`src/rtl/rcfd_pkg.sv`:
```
// Package: constants and types shared by the RC channel frame decoder.
`timescale 1ns / 1ps

package rcfd_pkg;

    localparam logic [7:0]  HDR_BYTE   = 8'h20;
    localparam logic [15:0] SUM_INIT   = 16'hFFFF;
    localparam logic [5:0]  POS_HUNT   = 6'd0;
    localparam logic [5:0]  POS_WR_LO  = 6'd3;
    localparam logic [5:0]  POS_WR_HI  = 6'd29;
    localparam logic [5:0]  SUM_LEN    = 6'd30;
    localparam logic [5:0]  FRAME_LAST = 6'd31;

    localparam int CFG_IDX_W = 2;

    typedef enum logic [CFG_IDX_W-1:0] {
        REG_CHANNEL_COUNT    = 2'd0,
        REG_SWITCH_THRESHOLD = 2'd1,
        REG_VALUE_OFFSET     = 2'd2
    } t_cfg_reg;

    typedef struct packed {
        logic       bank;
        logic [3:0] count;
    } t_job;

    typedef struct packed {
        logic [1:0] bank_busy;
        logic       full;
        logic       empty;
    } t_q_stat;

endpackage

```
`src/rtl/rcfd_byte_if.sv`:
```
// Interface: serial byte input channel.
`timescale 1ns / 1ps

interface rcfd_byte_if;
    logic       valid;
    logic       ready;
    logic [7:0] rx_byte;

    modport source (output valid, output rx_byte, input ready);
    modport sink (input valid, input rx_byte, output ready);
endinterface

```
`src/rtl/rcfd_result_if.sv`:
```
// Interface: channel result output channel.
`timescale 1ns / 1ps

interface rcfd_result_if;
    logic               valid;
    logic               ready;
    logic [3:0]         channel_index;
    logic [15:0]        channel_value;
    logic               switch_on;
    logic signed [16:0] offset_value;
    logic               last_channel;

    modport source (output valid, output channel_index, output channel_value,
                    output switch_on, output offset_value, output last_channel,
                    input ready);
    modport sink (input valid, input channel_index, input channel_value,
                  input switch_on, input offset_value, input last_channel,
                  output ready);
endinterface

```
`src/rtl/rcfd_ram.sv`:
```
// Generic single-write, single-read RAM with registered read data.
`timescale 1ns / 1ps

module rcfd_ram #(
    parameter int WIDTH = 16,
    parameter int DEPTH = 64
) (
    input  logic                     i_clk,
    input  logic                     i_we,
    input  logic [$clog2(DEPTH)-1:0] i_waddr,
    input  logic [WIDTH-1:0]         i_wdata,
    input  logic [$clog2(DEPTH)-1:0] i_raddr,
    output logic [WIDTH-1:0]         o_rdata
);

    logic [WIDTH-1:0] r_mem [DEPTH];
    logic [WIDTH-1:0] r_rdata;

    always_ff @(posedge i_clk) begin
        if (i_we) begin
            r_mem[i_waddr] <= i_wdata;
        end
        r_rdata <= r_mem[i_raddr];
    end

    assign o_rdata = r_rdata;

endmodule

```
`src/rtl/rcfd_front.sv`:
```
// Front end: frame hunt, checksum, channel word store writes, job push.
`timescale 1ns / 1ps

module rcfd_front
    import rcfd_pkg::*;
#(
    parameter int MAX_CHANNELS = 14,
    parameter int CH_W         = 4
) (
    input  logic              i_clk,
    input  logic              i_rst_n,
    rcfd_byte_if.sink         rx,
    input  logic [3:0]        i_channel_count,
    input  t_q_stat           i_qstat,
    output logic              o_wr_en,
    output logic [CH_W:0]     o_wr_addr,
    output logic [15:0]       o_wr_data,
    output logic              o_push,
    output t_job              o_job
);

    logic [5:0]  r_pos,   n_pos;
    logic [15:0] r_sum,   n_sum;
    logic [7:0]  r_ck_lo, n_ck_lo;
    logic [7:0]  r_lo,    n_lo;
    logic        r_bank,  n_bank;

    logic        fire;
    logic        wr_pos;
    logic        stall;
    logic [5:0]  pos_m3;
    logic [4:0]  widx;
    logic        widx_ok;

    assign pos_m3  = r_pos - POS_WR_LO;
    assign widx    = pos_m3[5:1];
    assign widx_ok = ({27'd0, widx} < MAX_CHANNELS);
    assign wr_pos  = r_pos[0] && (r_pos inside {[POS_WR_LO:POS_WR_HI]});
    assign stall   = (wr_pos && i_qstat.bank_busy[r_bank]) ||
                     ((r_pos == FRAME_LAST) && i_qstat.full);
    assign rx.ready = !stall;
    assign fire     = rx.valid && !stall;

    assign o_wr_addr = {r_bank, widx[CH_W-1:0]};
    assign o_wr_data = {rx.rx_byte, r_lo};
    assign o_job     = '{bank: r_bank, count: i_channel_count};

    always_comb begin
        n_pos   = r_pos;
        n_sum   = r_sum;
        n_ck_lo = r_ck_lo;
        n_lo    = r_lo;
        n_bank  = r_bank;
        o_wr_en = 1'b0;
        o_push  = 1'b0;
        if (fire) begin
            if (r_pos == POS_HUNT) begin
                if (rx.rx_byte == HDR_BYTE) begin
                    n_sum = SUM_INIT - {8'd0, HDR_BYTE};
                    n_pos = 6'd1;
                end
            end else if (r_pos < SUM_LEN) begin
                n_sum = r_sum - {8'd0, rx.rx_byte};
                if (!r_pos[0]) begin
                    n_lo = rx.rx_byte;
                end
                o_wr_en = wr_pos && widx_ok;
                n_pos   = r_pos + 6'd1;
            end else if (r_pos == SUM_LEN) begin
                n_ck_lo = rx.rx_byte;
                n_pos   = r_pos + 6'd1;
            end else begin
                n_pos = POS_HUNT;
                n_sum = SUM_INIT;
                if ((r_pos == FRAME_LAST) && ({rx.rx_byte, r_ck_lo} == r_sum) &&
                    (i_channel_count != 4'd0)) begin
                    o_push = 1'b1;
                    n_bank = ~r_bank;
                end
            end
        end
    end

    always_ff @(posedge i_clk) begin
        if (!i_rst_n) begin
            r_pos   <= POS_HUNT;
            r_sum   <= SUM_INIT;
            r_ck_lo <= 8'd0;
            r_bank  <= 1'b0;
        end else begin
            r_pos   <= n_pos;
            r_sum   <= n_sum;
            r_ck_lo <= n_ck_lo;
            r_bank  <= n_bank;
        end
    end

    always_ff @(posedge i_clk) begin
        r_lo <= n_lo;
    end

`ifndef ASSERT_OFF
    a_wr_free_bank: assert property (@(posedge i_clk) disable iff (!i_rst_n)
        o_wr_en |-> !i_qstat.bank_busy[r_bank])
        else $error("store write into a bank still being read");
`endif

endmodule

```
`src/rtl/rcfd_queue.sv`:
```
// Two-entry job queue between the front end and the result back end.
`timescale 1ns / 1ps

module rcfd_queue
    import rcfd_pkg::*;
(
    input  logic    i_clk,
    input  logic    i_rst_n,
    input  logic    i_push,
    input  t_job    i_job,
    input  logic    i_pop,
    output t_job    o_head,
    output t_q_stat o_stat
);

    logic [1:0] r_v, n_v;
    t_job       r_ent [2];
    logic       r_wp;
    logic       r_rp;

    assign o_head = r_ent[r_rp];
    assign o_stat.full  = r_v[r_wp];
    assign o_stat.empty = !r_v[r_rp];
    assign o_stat.bank_busy[0] = (r_v[0] && !r_ent[0].bank) || (r_v[1] && !r_ent[1].bank);
    assign o_stat.bank_busy[1] = (r_v[0] &&  r_ent[0].bank) || (r_v[1] &&  r_ent[1].bank);

    always_comb begin
        n_v = r_v;
        if (i_push) begin
            n_v[r_wp] = 1'b1;
        end
        if (i_pop) begin
            n_v[r_rp] = 1'b0;
        end
    end

    always_ff @(posedge i_clk) begin
        if (!i_rst_n) begin
            r_v  <= 2'b00;
            r_wp <= 1'b0;
            r_rp <= 1'b0;
        end else begin
            r_v <= n_v;
            if (i_push) begin
                r_wp <= ~r_wp;
            end
            if (i_pop) begin
                r_rp <= ~r_rp;
            end
        end
    end

    always_ff @(posedge i_clk) begin
        if (i_push) begin
            r_ent[r_wp] <= i_job;
        end
    end

`ifndef ASSERT_OFF
    a_no_overflow: assert property (@(posedge i_clk) disable iff (!i_rst_n)
        i_push |-> !o_stat.full)
        else $error("job pushed into full queue");
    a_no_underflow: assert property (@(posedge i_clk) disable iff (!i_rst_n)
        i_pop |-> !o_stat.empty)
        else $error("job popped from empty queue");
`endif

endmodule

```
`src/rtl/rcfd_back.sv`:
```
// Back end: reads stored channel words and issues one result item each.
`timescale 1ns / 1ps

module rcfd_back
    import rcfd_pkg::*;
#(
    parameter int CH_W = 4
) (
    input  logic          i_clk,
    input  logic          i_rst_n,
    input  t_job          i_head,
    input  t_q_stat       i_qstat,
    input  logic [15:0]   i_rd_data,
    input  logic [15:0]   i_threshold,
    input  logic [15:0]   i_offset,
    output logic [CH_W:0] o_rd_addr,
    output logic          o_pop,
    rcfd_result_if.source res
);

    typedef enum logic [2:0] {
        S_IDLE = 3'b001,
        S_WAIT = 3'b010,
        S_OUT  = 3'b100
    } t_state;

    t_state             r_state, n_state;
    logic [3:0]         r_ch,    n_ch;
    logic [3:0]         r_idx;
    logic [15:0]        r_val;
    logic               r_sw;
    logic signed [16:0] r_off;
    logic               r_last;

    always_comb begin
        n_state = r_state;
        n_ch    = r_ch;
        o_pop   = 1'b0;
        case (r_state)
            S_IDLE: begin
                if (!i_qstat.empty) begin
                    n_state = S_WAIT;
                end
            end
            S_WAIT: begin
                n_state = S_OUT;
            end
            S_OUT: begin
                if (res.ready) begin
                    if (r_last) begin
                        o_pop   = 1'b1;
                        n_ch    = 4'd0;
                        n_state = S_IDLE;
                    end else begin
                        n_ch    = r_ch + 4'd1;
                        n_state = S_WAIT;
                    end
                end
            end
            default: begin
                n_state = S_IDLE;
                n_ch    = 4'd0;
            end
        endcase
    end

    assign o_rd_addr = {i_head.bank, n_ch[CH_W-1:0]};

    always_ff @(posedge i_clk) begin
        if (!i_rst_n) begin
            r_state <= S_IDLE;
            r_ch    <= 4'd0;
        end else begin
            r_state <= n_state;
            r_ch    <= n_ch;
        end
    end

    always_ff @(posedge i_clk) begin
        if (r_state == S_WAIT) begin
            r_idx  <= r_ch;
            r_val  <= i_rd_data;
            r_sw   <= (i_rd_data > i_threshold);
            r_off  <= signed'({1'b0, i_rd_data} - {1'b0, i_offset});
            r_last <= ((r_ch + 4'd1) == i_head.count);
        end
    end

    assign res.valid         = (r_state == S_OUT);
    assign res.channel_index = r_idx;
    assign res.channel_value = r_val;
    assign res.switch_on     = r_sw;
    assign res.offset_value  = r_off;
    assign res.last_channel  = r_last;

`ifndef ASSERT_OFF
    a_out_has_job: assert property (@(posedge i_clk) disable iff (!i_rst_n)
        res.valid |-> !i_qstat.empty && (i_head.count != 4'd0))
        else $error("result item without a pending frame job");
`endif

endmodule

```
`src/rtl/rc_channel_frame_decoder_unit.sv`:
```
// Top level: RC channel frame decoder with config registers, store and queue.
//
//  channel   dir  payload                                       handshake
//  i_rx      in   rx_byte[7:0]                                  valid/ready
//  o_res     out  channel_index, channel_value, switch_on,      valid/ready
//                 offset_value[16:0] signed, last_channel
//  i_cfg_*   in   i_cfg_idx[1:0], i_cfg_data[15:0]              i_cfg_we
//
// One input byte is taken per cycle while the input does not stall; a frame holds 32 bytes.
// A valid frame leaves idle; each result passes a store read state, then an output state.
// Two store banks let the next frame be gathered while results drain; the byte input stalls
// only when a store write hits a bank still being read, or a frame end meets a full queue.
// Synchronous active-low reset; no clearing pass is needed.
`timescale 1ns / 1ps

module rc_channel_frame_decoder_unit
    import rcfd_pkg::*;
#(
    parameter int MAX_CHANNELS = 14
) (
    input  logic                 i_clk,
    input  logic                 i_rst_n,
    rcfd_byte_if.sink            i_rx,
    rcfd_result_if.source        o_res,
    input  logic                 i_cfg_we,
    input  logic [CFG_IDX_W-1:0] i_cfg_idx,
    input  logic [15:0]          i_cfg_data
);

    localparam int CH_W = (MAX_CHANNELS > 1) ? $clog2(MAX_CHANNELS) : 1;
    localparam int RAM_DEPTH = 2 << CH_W;
    localparam logic [3:0] MAX_CH4 = 4'(MAX_CHANNELS);

    logic [3:0]  r_channel_count;
    logic [15:0] r_switch_threshold;
    logic [15:0] r_value_offset;

    logic          wr_en;
    logic [CH_W:0] wr_addr;
    logic [15:0]   wr_data;
    logic [CH_W:0] rd_addr;
    logic [15:0]   rd_data;
    logic          push;
    logic          pop;
    t_job          job;
    t_job          head;
    t_q_stat       qstat;

    always_ff @(posedge i_clk) begin
        if (!i_rst_n) begin
            r_channel_count    <= MAX_CH4;
            r_switch_threshold <= 16'd1500;
            r_value_offset     <= 16'd1500;
        end else if (i_cfg_we) begin
            case (i_cfg_idx)
                REG_CHANNEL_COUNT: begin
                    r_channel_count <= (i_cfg_data[3:0] > MAX_CH4) ? MAX_CH4
                                                                   : i_cfg_data[3:0];
                end
                REG_SWITCH_THRESHOLD: begin
                    r_switch_threshold <= i_cfg_data;
                end
                REG_VALUE_OFFSET: begin
                    r_value_offset <= i_cfg_data;
                end
                default: begin
                end
            endcase
        end
    end

    rcfd_front #(
        .MAX_CHANNELS (MAX_CHANNELS),
        .CH_W         (CH_W)
    ) u_front (
        .i_clk           (i_clk),
        .i_rst_n         (i_rst_n),
        .rx              (i_rx),
        .i_channel_count (r_channel_count),
        .i_qstat         (qstat),
        .o_wr_en         (wr_en),
        .o_wr_addr       (wr_addr),
        .o_wr_data       (wr_data),
        .o_push          (push),
        .o_job           (job)
    );

    rcfd_ram #(
        .WIDTH (16),
        .DEPTH (RAM_DEPTH)
    ) u_store (
        .i_clk   (i_clk),
        .i_we    (wr_en),
        .i_waddr (wr_addr),
        .i_wdata (wr_data),
        .i_raddr (rd_addr),
        .o_rdata (rd_data)
    );

    rcfd_queue u_queue (
        .i_clk   (i_clk),
        .i_rst_n (i_rst_n),
        .i_push  (push),
        .i_job   (job),
        .i_pop   (pop),
        .o_head  (head),
        .o_stat  (qstat)
    );

    rcfd_back #(
        .CH_W (CH_W)
    ) u_back (
        .i_clk       (i_clk),
        .i_rst_n     (i_rst_n),
        .i_head      (head),
        .i_qstat     (qstat),
        .i_rd_data   (rd_data),
        .i_threshold (r_switch_threshold),
        .i_offset    (r_value_offset),
        .o_rd_addr   (rd_addr),
        .o_pop       (pop),
        .res         (o_res)
    );

endmodule

```
`src/flat_wrapper.sv`:
```
// flat-port wrapper written by rule: the top's interface ports become plain ports
module rc_channel_frame_decoder_unit_flat import rcfd_pkg::*;
#(
    parameter int MAX_CHANNELS = 14
)
  (i_clk, i_rst_n, i_cfg_we, i_cfg_idx, i_cfg_data, i_rx_valid, i_rx_rx_byte, i_rx_ready, o_res_valid, o_res_channel_index, o_res_channel_value, o_res_switch_on, o_res_offset_value, o_res_last_channel, o_res_ready);
  rcfd_byte_if i_rx_i ();
  rcfd_result_if o_res_i ();
  input  logic i_clk;
  input  logic i_rst_n;
  input  logic i_cfg_we;
  input  logic [CFG_IDX_W-1:0] i_cfg_idx;
  input  logic [15:0] i_cfg_data;
  input wire logic [$bits(i_rx_i.valid)-1:0] i_rx_valid;
  input wire logic [$bits(i_rx_i.rx_byte)-1:0] i_rx_rx_byte;
  output wire logic [$bits(i_rx_i.ready)-1:0] i_rx_ready;
  output wire logic [$bits(o_res_i.valid)-1:0] o_res_valid;
  output wire logic [$bits(o_res_i.channel_index)-1:0] o_res_channel_index;
  output wire logic [$bits(o_res_i.channel_value)-1:0] o_res_channel_value;
  output wire logic [$bits(o_res_i.switch_on)-1:0] o_res_switch_on;
  output wire logic [$bits(o_res_i.offset_value)-1:0] o_res_offset_value;
  output wire logic [$bits(o_res_i.last_channel)-1:0] o_res_last_channel;
  input wire logic [$bits(o_res_i.ready)-1:0] o_res_ready;
  assign i_rx_i.valid = i_rx_valid;
  assign i_rx_i.rx_byte = i_rx_rx_byte;
  assign i_rx_ready = i_rx_i.ready;
  assign o_res_valid = o_res_i.valid;
  assign o_res_channel_index = o_res_i.channel_index;
  assign o_res_channel_value = o_res_i.channel_value;
  assign o_res_switch_on = o_res_i.switch_on;
  assign o_res_offset_value = o_res_i.offset_value;
  assign o_res_last_channel = o_res_i.last_channel;
  assign o_res_i.ready = o_res_ready;
  rc_channel_frame_decoder_unit #(.MAX_CHANNELS(MAX_CHANNELS)) u_core (.i_clk(i_clk), .i_rst_n(i_rst_n), .i_rx(i_rx_i), .o_res(o_res_i), .i_cfg_we(i_cfg_we), .i_cfg_idx(i_cfg_idx), .i_cfg_data(i_cfg_data));
endmodule
```
`config.mk`:
```
export PLATFORM = sky130hd
export DESIGN_NAME = rc_channel_frame_decoder_unit_flat
export DESIGN_NICKNAME = d
export VERILOG_FILES = /design/src/rtl/rcfd_pkg.sv /design/src/rtl/rcfd_byte_if.sv /design/src/rtl/rcfd_result_if.sv /design/src/rtl/rcfd_ram.sv /design/src/rtl/rcfd_front.sv /design/src/rtl/rcfd_queue.sv /design/src/rtl/rcfd_back.sv /design/src/rtl/rc_channel_frame_decoder_unit.sv /design/src/flat_wrapper.sv
export SDC_FILE = /design/constraint.sdc
export NUM_CORES = 1
export LEC_CHECK = 0
export ABC_AREA = 1
export BUFFER_PORTS_ARGS = -buffer_cell sky130_fd_sc_hd__buf_2
export CAP_MARGIN = 5
export CORE_ASPECT_RATIO = 0.8
export CORE_UTILIZATION = 45
export DETAILED_ROUTE_END_ITERATION = 10
export GPL_ROUTABILITY_DRIVEN = 0
export HOLD_SLACK_MARGIN = 0.12
export MAX_ROUTING_LAYER = met4
export PLACE_DENSITY = 0.63
export SETUP_SLACK_MARGIN = 0.1
export SYNTH_ARGS = -nofsm -noshare
export SYNTH_HDL_FRONTEND = slang
export SYNTH_HIERARCHICAL = 1
export SYNTH_SLANG_ARGS = --single-unit
```
`constraint.sdc`:
```
create_clock -name i_clk -period 6.2 [get_ports i_clk]
set_clock_uncertainty 0.15 [all_clocks]
set_input_delay 0.62 -clock i_clk [delete_from_list [all_inputs] [get_ports i_clk]]
set_output_delay 0.62 -clock i_clk [all_outputs]
set_load 0.02 [all_outputs]
```
# Yosys cells after proc, flatten, opt, wreduce, memory -nomap -nowiden
# Memory sizes are Yosys's and may differ from the RTL's. A register that Yosys moved wholly into a read port is not among the register bits.
# Index checks and enable logic that the tools add are counted.
dict set report word_totals {
  ff_bits 125
  ram_bits 522
  out_inout_bits 41
  memories 2
}
dict set report op_classes {
  add_sub_neg 5
  magnitude_cmp 11
  n_eq_ne 14
  muxes 45
  bitwise 10
  reduce_logical 33
}
# name depth word_bits read_ports rd_clocked_by_memory_dff wr line
set mem_list {}
lappend mem_list {u_core.u_store.r_mem 32 16 1 1 1 rcfd_ram.sv:16} ;# logic [WIDTH-1:0] r_mem [DEPTH];
lappend mem_list {u_core.u_queue.r_ent 2 5 3 1 1 rcfd_queue.sv:17} ;# t_job r_ent [2];
# operator count
set ops {}
lappend ops {{16-bit 2-to-1 mux} 4}
lappend ops {{1-bit 2-to-1 mux} 25}
lappend ops {{6-bit 2-to-1 mux} 4}
lappend ops {{16-bit by 16-bit subtractor with 17-bit output} 1}
lappend ops {{16-bit equality test} 1}
lappend ops {{16-bit greater-than comparator} 1}
lappend ops {{16-bit by 8-bit subtractor with 16-bit output} 1}
lappend ops {{1-bit logical AND} 14}
lappend ops {{6-bit by 5-bit equality test with 1-bit output (second input constant)} 2}
lappend ops {{4-bit 2-to-1 mux} 3}
lappend ops {{2-bit AND reduction} 5}
lappend ops {{3-bit case mux with 3 select lines} 1}
lappend ops {{8-bit by 6-bit equality test with 1-bit output (second input constant)} 1}
lappend ops {{4-bit case mux with 2 select lines} 1}
lappend ops {{4-bit AND reduction} 2}
lappend ops {{1-bit NOT} 7}
lappend ops {{6-bit by 1-bit adder with 6-bit output (second input constant)} 1}
lappend ops {{6-bit by 2-bit >= comparator with 1-bit output (second input constant)} 1}
lappend ops {{6-bit by 5-bit <= comparator with 1-bit output (second input constant)} 1}
lappend ops {{6-bit logical NOT} 1}
lappend ops {{1-bit by 2-bit < comparator with 1-bit output (second input constant)} 3}
lappend ops {{6-bit by 5-bit < comparator with 1-bit output (second input constant)} 1}
lappend ops {{2-bit 2-to-1 mux} 3}
lappend ops {{3-bit 2-to-1 mux} 2}
lappend ops {{25 further kinds} 32}

# Longest topological paths before layout
# An unclocked memory read counts as a cell.
dict set report logic_depth {
  ltp_word 14
  ltp_mapped 17
  ltp_nobuf 15
}

# Hierarchy
# The synthesis kept the hierarchy.
# module n_inst cells_per_inst area_each_um2 seq_area_each_um2
set modules_own_cells {}
lappend modules_own_cells {rcfd_ram 1 1794 21255.4 15695.1}
lappend modules_own_cells {rcfd_back 1 376 3136.8 1311.3}
lappend modules_own_cells {rcfd_front 1 431 2857.7 860.8}
lappend modules_own_cells {rc_channel_frame_decoder_unit 1 200 1433.9 720.7}
lappend modules_own_cells {rcfd_queue 1 58 589.3 400.4}

# Least setup slack after synthesis
# No wires, ideal clock.
dict set report synth_timing {
  path_type {reg2reg}
  startpoint {reg u_core.u_front.r_pos[0]}
  endpoint {mem u_core.u_store.r_mem[25][0] (enable)}
  arrival_ns 2.820
  required_ns 5.662
  path_slack_ns 2.842
  path_stages_with_launch 15
  path_buffers 1
  cell_sequence {dfxtp_1 inv_1 ha_1 inv_1 nand4_1 nand2_1 nand2_1 nand3_2 nand3_2 inv_4 buf_6 nand2_2 nor3_1 nand3_1 nor2_1}
}
dict set report synth_via {
  elab_chain_cells 10
}
# element line
set synth_rtl {}
lappend synth_rtl {{from (decl)} rcfd_front.sv:22} ;# logic [5:0] r_pos, n_pos;
lappend synth_rtl {{from (signal assigned)} rcfd_front.sv:91} ;# r_pos <= n_pos;
lappend synth_rtl {{parallel branches: the longest is 7 deep, another holds 6-bit by 2-bit subtractor with 6-bit output} n/a}
lappend synth_rtl {{1-bit 2-to-1 mux (*)} rcfd_front.sv:56} ;# if (fire) begin
lappend synth_rtl {{named net u_core.wr_en} rc_channel_frame_decoder_unit.sv:38} ;# logic wr_en;
lappend synth_rtl {{1-bit 2-to-1 mux (*)} rcfd_ram.sv:20} ;# if (i_we) begin
lappend synth_rtl {{1-bit 2-to-1 mux (implied by the code) (*)} rcfd_ram.sv:21} ;# r_mem[i_waddr] <= i_wdata;
lappend synth_rtl {{to (decl)} rcfd_ram.sv:16}
# Mark *: on every way through the listed nets, which the timed path passes.

# Worst setup path after layout
dict set report layout_timing {
  startpoint {reg u_core.u_front.r_pos[0]}
  endpoint {mem u_core.u_store.r_mem[20][7] (enable)}
}
# Same word-level chain as after synthesis.

==> metrics <==
quantity of I/O buffers inserted on ports=71; Die Ht=230 µm; sort of element at the start of the critical path=register; fin crit period=4.04 ns; DRC=0; biggest area contributors in the synthesized netlist=sky130_fd_sc_hd__edfxtp_1, sky130_fd_sc_hd__nand2_1, sky130_fd_sc_hd__nand3_1; WL met1=33.7 mm; setup repair after global routing missed its margin=no; flop-to-flop setup slack=2.16 ns; WS Path Type=register to register; startpoint of the lowest-slack hold path=i_cfg_data[0]; final clock period utilization by the worst path=65.2%; worst min-delay path class=input pin to register; setup fix buffers added after clock tree synthesis=0; run status=complete, no violations; area of the die=66100 µm²; CTS tree=done; share of the synthesized area in the top cell type=58.4%; first-pass GRT wire length=113 mm; number of buffers on the longest clock path=3; mean routed wirelength per cell=19.3 µm; headroom to the max-slew limit=15.2%; f_max=247 MHz; final worst slack=2.16 ns; area of combinational cells with multiple inputs=8630 µm²; number of cell rows=83; Top FF cell, synth=sky130_fd_sc_hd__edfxtp_1; R2R Path End=u_core/u_store/r_mem[20][7]$_DFFE_PP_; final count of hold timing violations=0; Total GRT Usage=23.0%; number of vias per cell after detailed routing=5.34; number of global-route vias before repair=19200; WHS Endpoint=u_core/r_value_offset[0]$_SDFFE_PN0P_; Synth Instances=2859; sum of met2 wire segment lengths after detailed routing=32.6 mm; number of storage elements in the synthesis netlist=664; total nets after synthesis=2938; number of cells on the worst reg-to-reg path=14; total met3 wirelength after detailed routing=6.08 mm; Initial DRT Pass Iterations=5; cell type contributing the most total cell area after synthesis=sky130_fd_sc_hd__edfxtp_1; total vias in the final route=20400; total power per unit cell area=282 nW/µm²; count of flip-flops with a built-in enable after synthesis=569; fin util=50.6%; setup TNS=0 ns; clk_lat worst skew=0.61 ns; share of post-route cells with drive strength above 1=9.94%; syn avg cell area=10.2 µm²; Max FO, Critical Path=12; most numerous cell in the Yosys netlist=sky130_fd_sc_hd__nand2_1; clock edge transition at the registers on the reported setup and hold paths=0.07 ns; fill cell count=5639; sequential-to-total area share from yosys stat=64.9%; cell depth of the worst min-delay path=3; transition time of the tightest slew-check pin=1.27 ns; number of warnings printed during yosys synthesis=6; H-tree lvl count=3; GRT Residual Overflow=0; arrival time worst endpoint=4.19 ns; Place WS=2.19 ns; cell area after synthesis=29300 µm²; Worst R2R Start=u_core/u_front/r_pos[0]$_SDFFE_PN0P_; DPL Wire Length=43.2 mm; count of endpoints failing setup in the final report=0; Netlist cell types=48; total number of clock tree sinks=664; highest routed layer=met4; final routed wirelength across all metal layers=73.7 mm; post-synthesis async set-or-reset flop share=0%; most used standard cells in the synthesized netlist=sky130_fd_sc_hd__nand2_1, sky130_fd_sc_hd__edfxtp_1, sky130_fd_sc_hd__nand3_1; maximum resistive drop on vdd=0.189 mV; buffer type at the clock tree root=sky130_fd_sc_hd__clkbuf_16; overall power after layout=9.16 mW; pins over their slew limit=0; critical path capture point type=register; Sequential Area=19000 µm²; top-level I/O count=72; antenna diode count=0; pin count of the biggest net entering global routing=178; TritonCTS buffer count=67; required time worst endpoint=6.35 ns; initial antenna violation count=0; count of nets left with antenna violations after detail routing=0; reported max-cap violation count=0; area of the core=64300 µm²; growth of design area from synthesis to finish=11.2%; Leak Pwr=12.9 nW; Initial Utilization=45.5%; Horiz. Die Dim=287 µm; initial detailed-routing violation count=2185; final-stage net count=3005
## logic make-up (layout without fill, tap and decap cells)
kind of cell | after synthesis | count (layout) | synth area share (%)
and+or+nand+nor | 1719 | 1719 | 25.1
AOI/OAI and AO/OA | 73 | 73 | 1.43
muxes | 1 | 1 | 0.0769
buffers and inverters | 329 | 448 | 5.70
DFF | 664 | 664 | 64.9
xor gates and xnor gates | 25 | 25 | 0.748
adders and majority gates | 48 | 48 | 2.10
## what timing repair did
action,4_1_cts,5_1_grt
hold endpoints to repair,19,0
resized for setup,0,0
hold buffers,12,0
## layout by cell type, fill, tap and decap left out, types with 10 or more instances in the layout
cell type,instances
sky130_fd_sc_hd__nor2_1,129
sky130_fd_sc_hd__inv_1,166
sky130_fd_sc_hd__inv_2,17
sky130_fd_sc_hd__buf_4,53
sky130_fd_sc_hd__clkbuf_16,71
sky130_fd_sc_hd__clkinv_2,10
sky130_fd_sc_hd__nand3_1,483
sky130_fd_sc_hd__ha_1,46
sky130_fd_sc_hd__nand4_1,12
sky130_fd_sc_hd__buf_2,71
sky130_fd_sc_hd__o21ai_0,14
sky130_fd_sc_hd__dlygate4sd3_1,12
sky130_fd_sc_hd__edfxtp_1,569
sky130_fd_sc_hd__nand2_1,1040
sky130_fd_sc_hd__dfxtp_1,95
sky130_fd_sc_hd__nand2_2,11
sky130_fd_sc_hd__xnor2_1,14
sky130_fd_sc_hd__a21oi_1,40
sky130_fd_sc_hd__xor2_1,11
sky130_fd_sc_hd__clkbuf_1,21
## worst max-delay path by stage
stage	from	end	cells past startpoint
5_1_grt	u_core/u_front/r_pos[0]$_SDFFE_PN0P_	u_core/u_store/r_mem[20][7]$_DFFE_PP_	14
2_1_floorplan	u_core/u_front/r_pos[0]$_SDFFE_PN0P_	u_core/u_store/r_mem[25][0]$_DFFE_PP_	14
3_3_place_gp	u_core/u_front/r_pos[0]$_SDFFE_PN0P_	u_core/u_store/r_mem[20][11]$_DFFE_PP_	13
3_5_place_dp	u_core/u_front/r_pos[0]$_SDFFE_PN0P_	u_core/u_store/r_mem[20][12]$_DFFE_PP_	14
4_1_cts	u_core/u_front/r_pos[0]$_SDFFE_PN0P_	u_core/u_store/r_mem[20][14]$_DFFE_PP_	14
6_report	u_core/u_front/r_pos[0]$_SDFFE_PN0P_	u_core/u_store/r_mem[20][7]$_DFFE_PP_	14
## state kept, by name (all words and copies together), names as in the netlist, 3 cells and up, named ones only
register,flops
u_core/u_back/r_ch,4
u_core/u_front/r_pos,6
u_core/r_channel_count,4
u_core/u_queue/r_ent,10
u_core/u_store/o_rdata,16
u_core/u_back/res.channel_index,4
u_core/u_front/r_ck_lo,8
u_core/r_value_offset,16
u_core/u_front/r_sum,16
u_core/r_switch_threshold,16
u_core/u_back/res.offset_value,17
u_core/u_store/r_mem,512
u_core/u_back/r_state,3
u_core/u_front/r_lo,8
u_core/u_back/res.channel_value,16
## routing by layer
layer / GRT usage [%] / vias up
met3: 3.91 / 92
met4: 4.97 / 0
li1: - / 9713
met5: - / -
met2: 33.5 / 805
met1: 33.8 / 9833
## stage by stage
step                hold slack (ns)  instances  area [µm²]
global route                  0.167       3828       32600
floorplan                     0.258       2859       29300
finish                        0.159       3828       32600
global placement              0.304       3694       30200
CTS                           0.130       3828       32600
detailed placement            0.309       3695       30200
## worst max-delay path: stages (launching register included)
cell and delay (ns):
sky130_fd_sc_hd__dfxtp_1 0.51, sky130_fd_sc_hd__inv_1 0.17, sky130_fd_sc_hd__ha_1 0.22, sky130_fd_sc_hd__inv_1 0.07, sky130_fd_sc_hd__nand4_1 0.09, sky130_fd_sc_hd__nand2_1 0.09
sky130_fd_sc_hd__nand2_1 0.08, sky130_fd_sc_hd__nand3_2 0.09, sky130_fd_sc_hd__nand3_2 0.11, sky130_fd_sc_hd__inv_4 0.17, sky130_fd_sc_hd__nand2_2 0.08, sky130_fd_sc_hd__nor3_1 0.56
sky130_fd_sc_hd__nand3b_1 0.41, sky130_fd_sc_hd__nor2_1 0.68, sky130_fd_sc_hd__buf_6 0.25
## area by class of cell
cell class	count	share of cell area, %
multi-input combinational	1866	26.5
tap	850	3.27
sequential	664	58.3
clock buffer	97	5.91
clock inverter	24	0.942
timing repair buffer	139	2.84
inverter	188	2.21
## power by group
part | switching (mW) | leakage [nW] | internal [mW]
clock | 1.66 | 1.09 | 2.45
sequential | 0.00946 | 5.89 | 4.83
combinational | 0.147 | 5.89 | 0.0639
Note: power is estimated with default switching activity, not from simulation.
